==> config.mk <==
export PLATFORM = sky130hd
export DESIGN_NAME = sprite_rle_pixel_decoder
export DESIGN_NICKNAME = d
export VERILOG_FILES = /design/src/srpd_pkg.sv /design/src/sprite_rle_pixel_decoder.sv
export SDC_FILE = /design/constraint.sdc
export NUM_CORES = 1
export LEC_CHECK = 0
export BUFFER_PORTS_ARGS = -buffer_cell sky130_fd_sc_hd__buf_4
export CAP_MARGIN = 0
export CORE_MARGIN = 1
export CORE_UTILIZATION = 38
export CTS_CLUSTER_SIZE = 10
export DETAILED_ROUTE_END_ITERATION = 6
export PLACE_DENSITY = 0.53
export SLEW_MARGIN = 20
export SYNTH_ARGS = -nofsm -noshare
export SYNTH_HDL_FRONTEND = slang
export SYNTH_SLANG_ARGS = --single-unit
==> constraint.sdc <==
create_clock -name clk_i -period 7.2 [get_ports clk_i]
set_input_delay 1.44 -clock clk_i [delete_from_list [all_inputs] [get_ports clk_i]]
set_output_delay 1.44 -clock clk_i [all_outputs]
set_load 0.05 [all_outputs]
==> src/srpd_pkg.sv <==
package srpd_pkg;

  typedef enum logic [2:0] {
    PH_IDLE   = 3'd0,
    PH_KEY    = 3'd1,
    PH_SIZE   = 3'd2,
    PH_TCOUNT = 3'd3,
    PH_CCOUNT = 3'd4,
    PH_RGB    = 3'd5,
    PH_DONE   = 3'd6
  } phase_e;

  // colour key length in bytes
  localparam int unsigned KeyBytes = 3;
  // bytes of a run header (two 16-bit counts) and of one rgb triple
  localparam int unsigned RunHdrBytes = 4;
  localparam int unsigned RgbBytes    = 3;

  // result queue depth, a power of two
  localparam int unsigned QueueDepth = 4;

  typedef struct packed {
    logic [7:0] data_byte;
    logic       record_start;
  } in_beat_t;

  typedef struct packed {
    logic [9:0]  start_index;
    logic [10:0] run_length;
    logic [7:0]  red;
    logic [7:0]  green;
    logic [7:0]  blue;
    logic        opaque;
    logic        sprite_done;
    logic        corrupt;
  } out_beat_t;

endpackage

==> src/sprite_rle_pixel_decoder.sv <==
// sprite run-length pixel decoder
//
// input channel: one record byte per beat (in_valid_i / in_stall_o). a beat with
// record_start set opens a new record: three colour-key bytes, a little-endian
// 16-bit data size, then runs of (transparent count, coloured count, rgb triples).
// output channel: write descriptors (out_valid_o / out_stall_i), at most two per
// input byte: a transparent fill, an opaque pixel, the closing fill with
// sprite_done, or a single corrupt descriptor when a run overruns the sprite.
//
// throughput: one byte per cycle. each byte is registered, decoded by
// combinational logic and its descriptors are written into a 4-entry queue;
// the decode step waits only while the queue has fewer than two free entries.
// a byte's descriptors are written into the queue when the registered byte is
// decoded, and are offered on out_valid_o behind any earlier ones; a nearly
// full queue holds the byte in the input register until two entries are free.
//
// reset clears the parser to idle and empties the queue; bytes that arrive
// before a record start are dropped. when the receiver stalls, the head
// descriptor holds steady and the queue fills; once it is nearly full the
// input channel stalls as well, so nothing is lost.
module sprite_rle_pixel_decoder #(
  parameter int unsigned SPRITE_SIDE = 32
) (
  input  logic                clk_i,
  input  logic                rst_ni,
  input  logic                in_valid_i,
  output logic                in_stall_o,
  input  srpd_pkg::in_beat_t  in_data_i,
  output logic                out_valid_o,
  input  logic                out_stall_i,
  output srpd_pkg::out_beat_t out_data_o
);

  localparam int unsigned PixTotal = SPRITE_SIDE * SPRITE_SIDE;
  localparam int unsigned WpW      = $clog2(PixTotal + 1);
  localparam int unsigned QPtrW    = $clog2(srpd_pkg::QueueDepth);
  localparam int unsigned QCntW    = $clog2(srpd_pkg::QueueDepth + 1);

  localparam logic [WpW-1:0] PixTotalW = WpW'(PixTotal);

  // input register
  logic               in_valid_q;
  srpd_pkg::in_beat_t in_beat_q;
  logic               adv;

  // parser state
  srpd_pkg::phase_e phase_q, phase_d;
  logic [1:0]       bif_q, bif_d;
  logic [15:0]      data_size_q, data_size_d;
  logic [16:0]      bc_q, bc_d;
  logic [15:0]      tc_q, tc_d;
  logic [15:0]      cl_q, cl_d;
  logic [WpW-1:0]   wp_q, wp_d;
  logic [7:0]       low_q, low_d;
  logic [7:0]       red_q, red_d;
  logic [7:0]       green_q, green_d;

  // result queue
  srpd_pkg::out_beat_t q_mem [srpd_pkg::QueueDepth];
  logic [QPtrW-1:0]    wr_ptr_q, rd_ptr_q;
  logic [QCntW-1:0]    cnt_q;
  logic                pop;

  // descriptors produced by the current byte
  srpd_pkg::out_beat_t res_a, res_b, res0, res1;
  logic                has_a, has_b;
  logic [1:0]          n_res;

  always_ff @(posedge clk_i or negedge rst_ni) begin
    if (!rst_ni) begin
      in_valid_q <= 1'b0;
    end else if (!in_stall_o) begin
      in_valid_q <= in_valid_i;
    end
  end

  always_ff @(posedge clk_i) begin
    if (in_valid_i && !in_stall_o) begin
      in_beat_q <= in_data_i;
    end
  end

  // decode only when the queue can take two descriptors
  assign adv        = in_valid_q && (cnt_q <= QCntW'(srpd_pkg::QueueDepth - 2));
  assign in_stall_o = in_valid_q && !adv;

  function automatic srpd_pkg::out_beat_t closing_fill(input logic [WpW-1:0] w);
    srpd_pkg::out_beat_t r;
    logic [31:0]         s32;
    logic [31:0]         rest32;
    r             = '0;
    s32           = 32'(w);
    rest32        = 32'(PixTotalW - w);
    r.start_index = s32[9:0];
    r.run_length  = rest32[10:0];
    r.sprite_done = 1'b1;
    return r;
  endfunction

  always_comb begin
    logic [15:0]    word;
    logic [1:0]     bif_inc;
    logic [17:0]    reach;
    logic [16:0]    bc_new;
    logic [WpW-1:0] wp_mid;
    logic [15:0]    cl_new;
    logic [31:0]    s32;

    phase_d     = phase_q;
    bif_d       = bif_q;
    data_size_d = data_size_q;
    bc_d        = bc_q;
    tc_d        = tc_q;
    cl_d        = cl_q;
    wp_d        = wp_q;
    low_d       = low_q;
    red_d       = red_q;
    green_d     = green_q;
    res_a       = '0;
    res_b       = '0;
    has_a       = 1'b0;
    has_b       = 1'b0;

    word    = {in_beat_q.data_byte, low_q};
    bif_inc = bif_q + 2'd1;
    reach   = 18'(wp_q) + 18'(tc_q) + 18'(word);
    bc_new  = '0;
    wp_mid  = wp_q;
    cl_new  = cl_q - 16'd1;
    s32     = 32'(wp_q);

    if (adv) begin
      if (in_beat_q.record_start) begin
        // restart: drop any record in progress
        phase_d     = srpd_pkg::PH_KEY;
        bif_d       = 2'd1;
        data_size_d = '0;
        bc_d        = '0;
        tc_d        = '0;
        cl_d        = '0;
        wp_d        = '0;
        low_d       = '0;
        red_d       = '0;
        green_d     = '0;
      end else begin
        case (phase_q)
          srpd_pkg::PH_KEY: begin
            if (bif_inc == 2'(srpd_pkg::KeyBytes)) begin
              bif_d   = 2'd0;
              phase_d = srpd_pkg::PH_SIZE;
            end else begin
              bif_d = bif_inc;
            end
          end
          srpd_pkg::PH_SIZE, srpd_pkg::PH_TCOUNT, srpd_pkg::PH_CCOUNT: begin
            if (bif_q == 2'd0) begin
              low_d = in_beat_q.data_byte;
              bif_d = 2'd1;
            end else begin
              bif_d = 2'd0;
              if (phase_q == srpd_pkg::PH_SIZE) begin
                data_size_d = word;
                if (word == 16'd0) begin
                  has_b   = 1'b1;
                  res_b   = closing_fill(wp_q);
                  wp_d    = PixTotalW;
                  phase_d = srpd_pkg::PH_DONE;
                end else begin
                  phase_d = srpd_pkg::PH_TCOUNT;
                end
              end else if (phase_q == srpd_pkg::PH_TCOUNT) begin
                tc_d    = word;
                phase_d = srpd_pkg::PH_CCOUNT;
              end else if (reach > 18'(PixTotal)) begin
                // run overruns the sprite: flag and abandon the record
                has_a               = 1'b1;
                res_a.start_index   = s32[9:0];
                res_a.sprite_done   = 1'b1;
                res_a.corrupt       = 1'b1;
                phase_d             = srpd_pkg::PH_DONE;
              end else begin
                bc_new = bc_q + 17'(srpd_pkg::RunHdrBytes);
                bc_d   = bc_new;
                if (tc_q != 16'd0) begin
                  has_a             = 1'b1;
                  res_a.start_index = s32[9:0];
                  res_a.run_length  = tc_q[10:0];
                  wp_mid            = wp_q + WpW'(tc_q);
                end
                wp_d = wp_mid;
                if (word != 16'd0) begin
                  cl_d    = word;
                  phase_d = srpd_pkg::PH_RGB;
                end else if (bc_new >= {1'b0, data_size_q}) begin
                  has_b   = 1'b1;
                  res_b   = closing_fill(wp_mid);
                  wp_d    = PixTotalW;
                  phase_d = srpd_pkg::PH_DONE;
                end else begin
                  phase_d = srpd_pkg::PH_TCOUNT;
                end
              end
            end
          end
          srpd_pkg::PH_RGB: begin
            if (bif_q == 2'd0) begin
              red_d = in_beat_q.data_byte;
              bif_d = 2'd1;
            end else if (bif_q == 2'd1) begin
              green_d = in_beat_q.data_byte;
              bif_d   = 2'd2;
            end else begin
              bif_d             = 2'd0;
              has_a             = 1'b1;
              res_a.start_index = s32[9:0];
              res_a.run_length  = 11'd1;
              res_a.red         = red_q;
              res_a.green       = green_q;
              res_a.blue        = in_beat_q.data_byte;
              res_a.opaque      = 1'b1;
              wp_mid            = wp_q + WpW'(1);
              wp_d              = wp_mid;
              bc_new            = bc_q + 17'(srpd_pkg::RgbBytes);
              bc_d              = bc_new;
              cl_d              = cl_new;
              if (cl_new == 16'd0) begin
                if (bc_new >= {1'b0, data_size_q}) begin
                  has_b   = 1'b1;
                  res_b   = closing_fill(wp_mid);
                  wp_d    = PixTotalW;
                  phase_d = srpd_pkg::PH_DONE;
                end else begin
                  phase_d = srpd_pkg::PH_TCOUNT;
                end
              end
            end
          end
          default: begin
            // idle or finished: stray bytes are ignored
          end
        endcase
      end
    end
  end

  // pack the produced descriptors into consecutive queue slots
  always_comb begin
    if (has_a) begin
      res0  = res_a;
      res1  = res_b;
      n_res = has_b ? 2'd2 : 2'd1;
    end else begin
      res0  = res_b;
      res1  = res_b;
      n_res = has_b ? 2'd1 : 2'd0;
    end
  end

  always_ff @(posedge clk_i or negedge rst_ni) begin
    if (!rst_ni) begin
      phase_q     <= srpd_pkg::PH_IDLE;
      bif_q       <= '0;
      data_size_q <= '0;
      bc_q        <= '0;
      tc_q        <= '0;
      cl_q        <= '0;
      wp_q        <= '0;
      low_q       <= '0;
      red_q       <= '0;
      green_q     <= '0;
    end else begin
      phase_q     <= phase_d;
      bif_q       <= bif_d;
      data_size_q <= data_size_d;
      bc_q        <= bc_d;
      tc_q        <= tc_d;
      cl_q        <= cl_d;
      wp_q        <= wp_d;
      low_q       <= low_d;
      red_q       <= red_d;
      green_q     <= green_d;
    end
  end

  // result queue
  assign out_valid_o = (cnt_q != '0);
  assign out_data_o  = q_mem[rd_ptr_q];
  assign pop         = out_valid_o && !out_stall_i;

  always_ff @(posedge clk_i) begin
    if (n_res != 2'd0) begin
      q_mem[wr_ptr_q] <= res0;
    end
    if (n_res == 2'd2) begin
      q_mem[wr_ptr_q + QPtrW'(1)] <= res1;
    end
  end

  always_ff @(posedge clk_i or negedge rst_ni) begin
    if (!rst_ni) begin
      wr_ptr_q <= '0;
      rd_ptr_q <= '0;
      cnt_q    <= '0;
    end else begin
      wr_ptr_q <= wr_ptr_q + QPtrW'(n_res);
      if (pop) begin
        rd_ptr_q <= rd_ptr_q + QPtrW'(1);
      end
      cnt_q <= cnt_q + QCntW'(n_res) - QCntW'(pop);
    end
  end

  // queue never overfills
  assert property (@(posedge clk_i) disable iff (!rst_ni)
    cnt_q <= QCntW'(srpd_pkg::QueueDepth))
    else $error("result queue overflow");

  // a beat that leaves with nothing pushed shrinks the queue by one
  assert property (@(posedge clk_i) disable iff (!rst_ni)
    pop && (n_res == 2'd0) |=> cnt_q == $past(cnt_q) - QCntW'(1))
    else $error("queue count mismatch on pop");

  // corrupt descriptors close the sprite and write nothing
  assert property (@(posedge clk_i) disable iff (!rst_ni)
    out_valid_o && out_data_o.corrupt |->
      out_data_o.sprite_done && (out_data_o.run_length == 11'd0) && !out_data_o.opaque)
    else $error("malformed corrupt descriptor");

  // opaque descriptors are single pixels and never close the sprite
  assert property (@(posedge clk_i) disable iff (!rst_ni)
    out_valid_o && out_data_o.opaque |->
      (out_data_o.run_length == 11'd1) && !out_data_o.sprite_done)
    else $error("malformed opaque descriptor");

endmodule
==> key figures <==
Synth
  – Post-synth cell types: 90
  – Async S/R FF share, synth: 36.0%
  – Area leader, netlist: edfxtp_1
  – EDFF count, synth: 97
  – Synth area leaders: edfxtp_1 (16%), dfrtp_1 (15%), dfxtp_1 (11%)
  – Avg Cell Area, Syn: 10.3 µm²
  – Mapped Area: 0.0188 mm²
  – Cells after synthesis: 1,820
  – FF+latch count, synth: 314
  – Synth Flop Type: dfrtp_1
  – Syn nets: 1,922
  – Sequential-to-total area share from yosys stat: 41.7%
  – Area share of the largest cell type after synthesis: 15.5%
  – Synth warn: 0

Clocking
  – Postcts setup bufs: 0
  – CTS hold repair buffers: 0
  – CTS max path bufs: 3
  – CTS root buf: clkbuf_16
  – CTS tree: built
  – Clock sink count: 314
  – Clock latency on the worst-skew pair: 0.56 ns
  – CTS buffer count: 38
  – CTS H-tree lvls: 2
  – # resized after CTS: 0
  – Reg clk slew, reported paths: 0.06 ns

Placed design
  – Routability cong.: 0.938
  – Dpl cell area: 0.0201 mm²
  – Dpl ws: 0.995 ns
  – Hpwl dp: 43,100 µm
  – Cells after DPL: 2,481
  – Number of port buffers: 62

Setup path
  – Critical path peak fanout: 11
  – Crit path DAT: 6.59 ns
  – R2r worst-path depth: 21
  – Critical Path End Type: register
  – CP max stage delay: 0.77 ns
  – Critical path class: register to register
  – CP Launch Type: register
  – Worst path required time: 7.46 ns
  – CP max-delay cell: a21oi_1
  – Critical-path cell list: ha_1 > nand3_1 > nor2_1 > nand3_1 > nor2_1 > xor2_1 > ha_1 > a211oi_1 > o21ai_0 > a2111oi_0 > a21o_1 > a211oi_2 > buf_4 > a21oi_1 > nor2_1 > ha_1 > inv_1 > nor3_1 > buf_4 > a21oi_1 > o2bb2ai_1

Detailed routing
  – Top Layer Used: met4
  – First-iteration detailed-routing DRC count: 1,456
  – 1st-pass router iterations: 5
  – Met2 WL post-DR: 28,300 µm
  – Met3 wire length: 2800 µm
  – Wirelength per Cell: 24.0 µm
  – DRC: 0
  – Total wire length: 61,300 µm
  – M1 wire length: 28,200 µm
  – Via Count: 15,300
  – Via/cell ratio: 5.98
  – Post-route ant nets: 0

STA
  – Worst slew pin tran: 1.09 ns
  – Fin. max-slew vios: 0
  – Clk_skew: 0.0189 ns
  – Hold Slack: 0.445 ns
  – Final Hold Fails: 0
  – RSZ-0062 raised after global routing: false
  – Setup ws final: 0.869 ns
  – Final period util: 87.9%
  – Setup TNS: 0 ns
  – # setup viols final: 0
  – Min cycle time layout: 6.33 ns
  – Fmax: 0.158 GHz
  – Worst rel slew slack: 26.7%

Power
  – Logic gate share of total power: 48.2%
  – Switching share of power: 44.0%
  – P_int: 4.50 mW
  – Part of the power in registers: 29.8%
  – Leak: 8.49 nW
  – Clock network fraction of design power: 22.0%
  – Maximum vdd ir drop: 0.000161 V
  – P_sw: 3.53 mW
  – Pwr/cell area: 379 mW/mm²

Floorplanning
  – Die area: 0.0503 mm²
  – Rows: 81
  – IO Count: 63
  – Core box area: 0.0488 mm²
  – Initial Utilization: 38.4%
  – Die height: 224 µm
  – Die W: 224 µm

Finish
  – Ratio of cells with drive above 1 in the final layout: 16.5%
  – Multi-input gate area: 0.0103 mm²
  – Fill cell count: 4,758
  – Fin area: 0.0212 mm²
  – Final nets: 1,959
  – Ant diodes: 0
  – Area Overhead vs Synth: 12.8%
  – FF+latch area: 0.00783 mm²
  – Most frequent cells in the layout: a22o_1 (127), buf_4 (123), nand2_1 (115)
  – Commonest non-fill, non-tap cell in the layout: a22o_1
  – Non-Filler Instances: 2,550

Global routing
  – Largest net degree at the start of global routing: 65
  – Vias in the first global route: 15,200
  – First-pass GRT wire length: 94,700 µm
  – Gr usage total: 24.4%
  – Aggregate global routing overflow: 0
  – Initial antenna violation count: 1

Run
  – Max_cap viols: 0

Run status
  – Status: finished clean

Hold path
  – Worst min path class: register to register
  – Cells on Worst Hold Path: 1
-- critical path: cells and delay by family, from the launching register on --
family,cells,cell delay (ns)
simple gates,6,1.13
flops,1,0.44
xor+xnor,1,0.16
buf+inv,3,0.50
fa+ha+maj,3,0.85
compound gates,8,2.91
-- power by group through the flow --
| stage | sequential, mW | clock (mW) | combinational, mW |
|---|---|---|---|
| final | 2.39 | 1.77 | 3.87 |
| after global routing | 2.43 | 1.87 | 4.20 |
| after CTS | 2.39 | 1.80 | 3.85 |
| after detailed placement | 2.43 | 0 | 3.83 |
| after global placement | 2.42 | 0 | 3.82 |
| after floorplan | 2.26 | 0 | 3.00 |
-- per-layer routing --
metal | up-vias | global-route usage [%]
met5 | - | 0
met4 | 0 | 8.32
met3 | 113 | 2.78
met2 | 439 | 39.1
met1 | 7647 | 34.3
li1 | 7061 | -
-- registers in the layout, indices dropped and copies added (netlist names) --
name / cells
in_valid_q: 1
wp_q: 11
wr_ptr_q: 2
green_q: 8
cnt_q: 3
data_size_q: 16
rd_ptr_q: 2
bc_q: 17
low_q: 8
cl_q: 16
tc_q: 16
q_mem: 192
phase_q: 3
in_beat_q: 9
bif_q: 2
red_q: 8
-- logic make-up (layout without fill, tap and decap cells) --
| kind of cell | count (synthesis) | in the layout | share of synthesized area [%] |
|---|---|---|---|
| AOI/OAI and AO/OA | 572 | 572 | 22.2 |
| and+or+nand+nor | 480 | 480 | 13.0 |
| DFF | 314 | 314 | 41.7 |
| buffers and inverters | 181 | 247 | 3.81 |
| muxes | 106 | 106 | 9.20 |
| adders and majority gates | 89 | 89 | 6.49 |
| xor gates and xnor gates | 78 | 78 | 3.64 |
-- Yosys cell counts, types with 18 or more instances --
| cell type | n |
|---|---|
| o21ai_0 | 100 |
| a21oi_1 | 80 |
| a31oi_1 | 24 |
| mux4_2 | 48 |
| nand3_1 | 35 |
| o2bb2ai_1 | 27 |
| ha_1 | 75 |
| nand2_1 | 115 |
| clkbuf_1 | 98 |
| or3_1 | 18 |
| inv_1 | 55 |
| dfrtp_1 | 113 |
| nor2b_1 | 26 |
| mux2_2 | 53 |
| a21o_1 | 39 |
| dfxtp_1 | 104 |
| nor2_1 | 111 |
| nor4_1 | 20 |
| xor2_1 | 30 |
| edfxtp_1 | 97 |
| a22o_1 | 127 |
| xnor2_1 | 48 |
| nor3_1 | 52 |
-- through the flow --
step | utilization (%) | power (mW)
after floorplan | - | 5.25
after global placement | 41.0 | 6.24
after detailed placement | 41.1 | 6.25
after CTS | 43.4 | 8.05
after global routing | 43.4 | 8.50
final | 43.4 | 8.03
-- final timing paths --
kind	start	to	slack, ns
hold reg to reg	q_mem[1][2]	q_mem[1][2]	0.44
hold / removal	q_mem[1][2]	q_mem[1][2]	0.44
setup reg to reg	bc_q[2]	q_mem[1][31]	0.87
min in group asynchronous	rst_ni	green_q[4]	0.97
setup / recovery	bc_q[2]	q_mem[1][31]	0.87
max in group asynchronous	rst_ni	cl_q[1]	4.85
-- area by class of cell --
class | instances | share of cell area, %
multi-input combinational | 1325 | 48.6
sequential | 314 | 36.9
clock buffer | 64 | 5.04
timing repair buffer | 123 | 4.36
tap | 664 | 3.92
inverter | 55 | 0.974
clock inverter | 5 | 0.207
(Power assumes the default switching activity.)
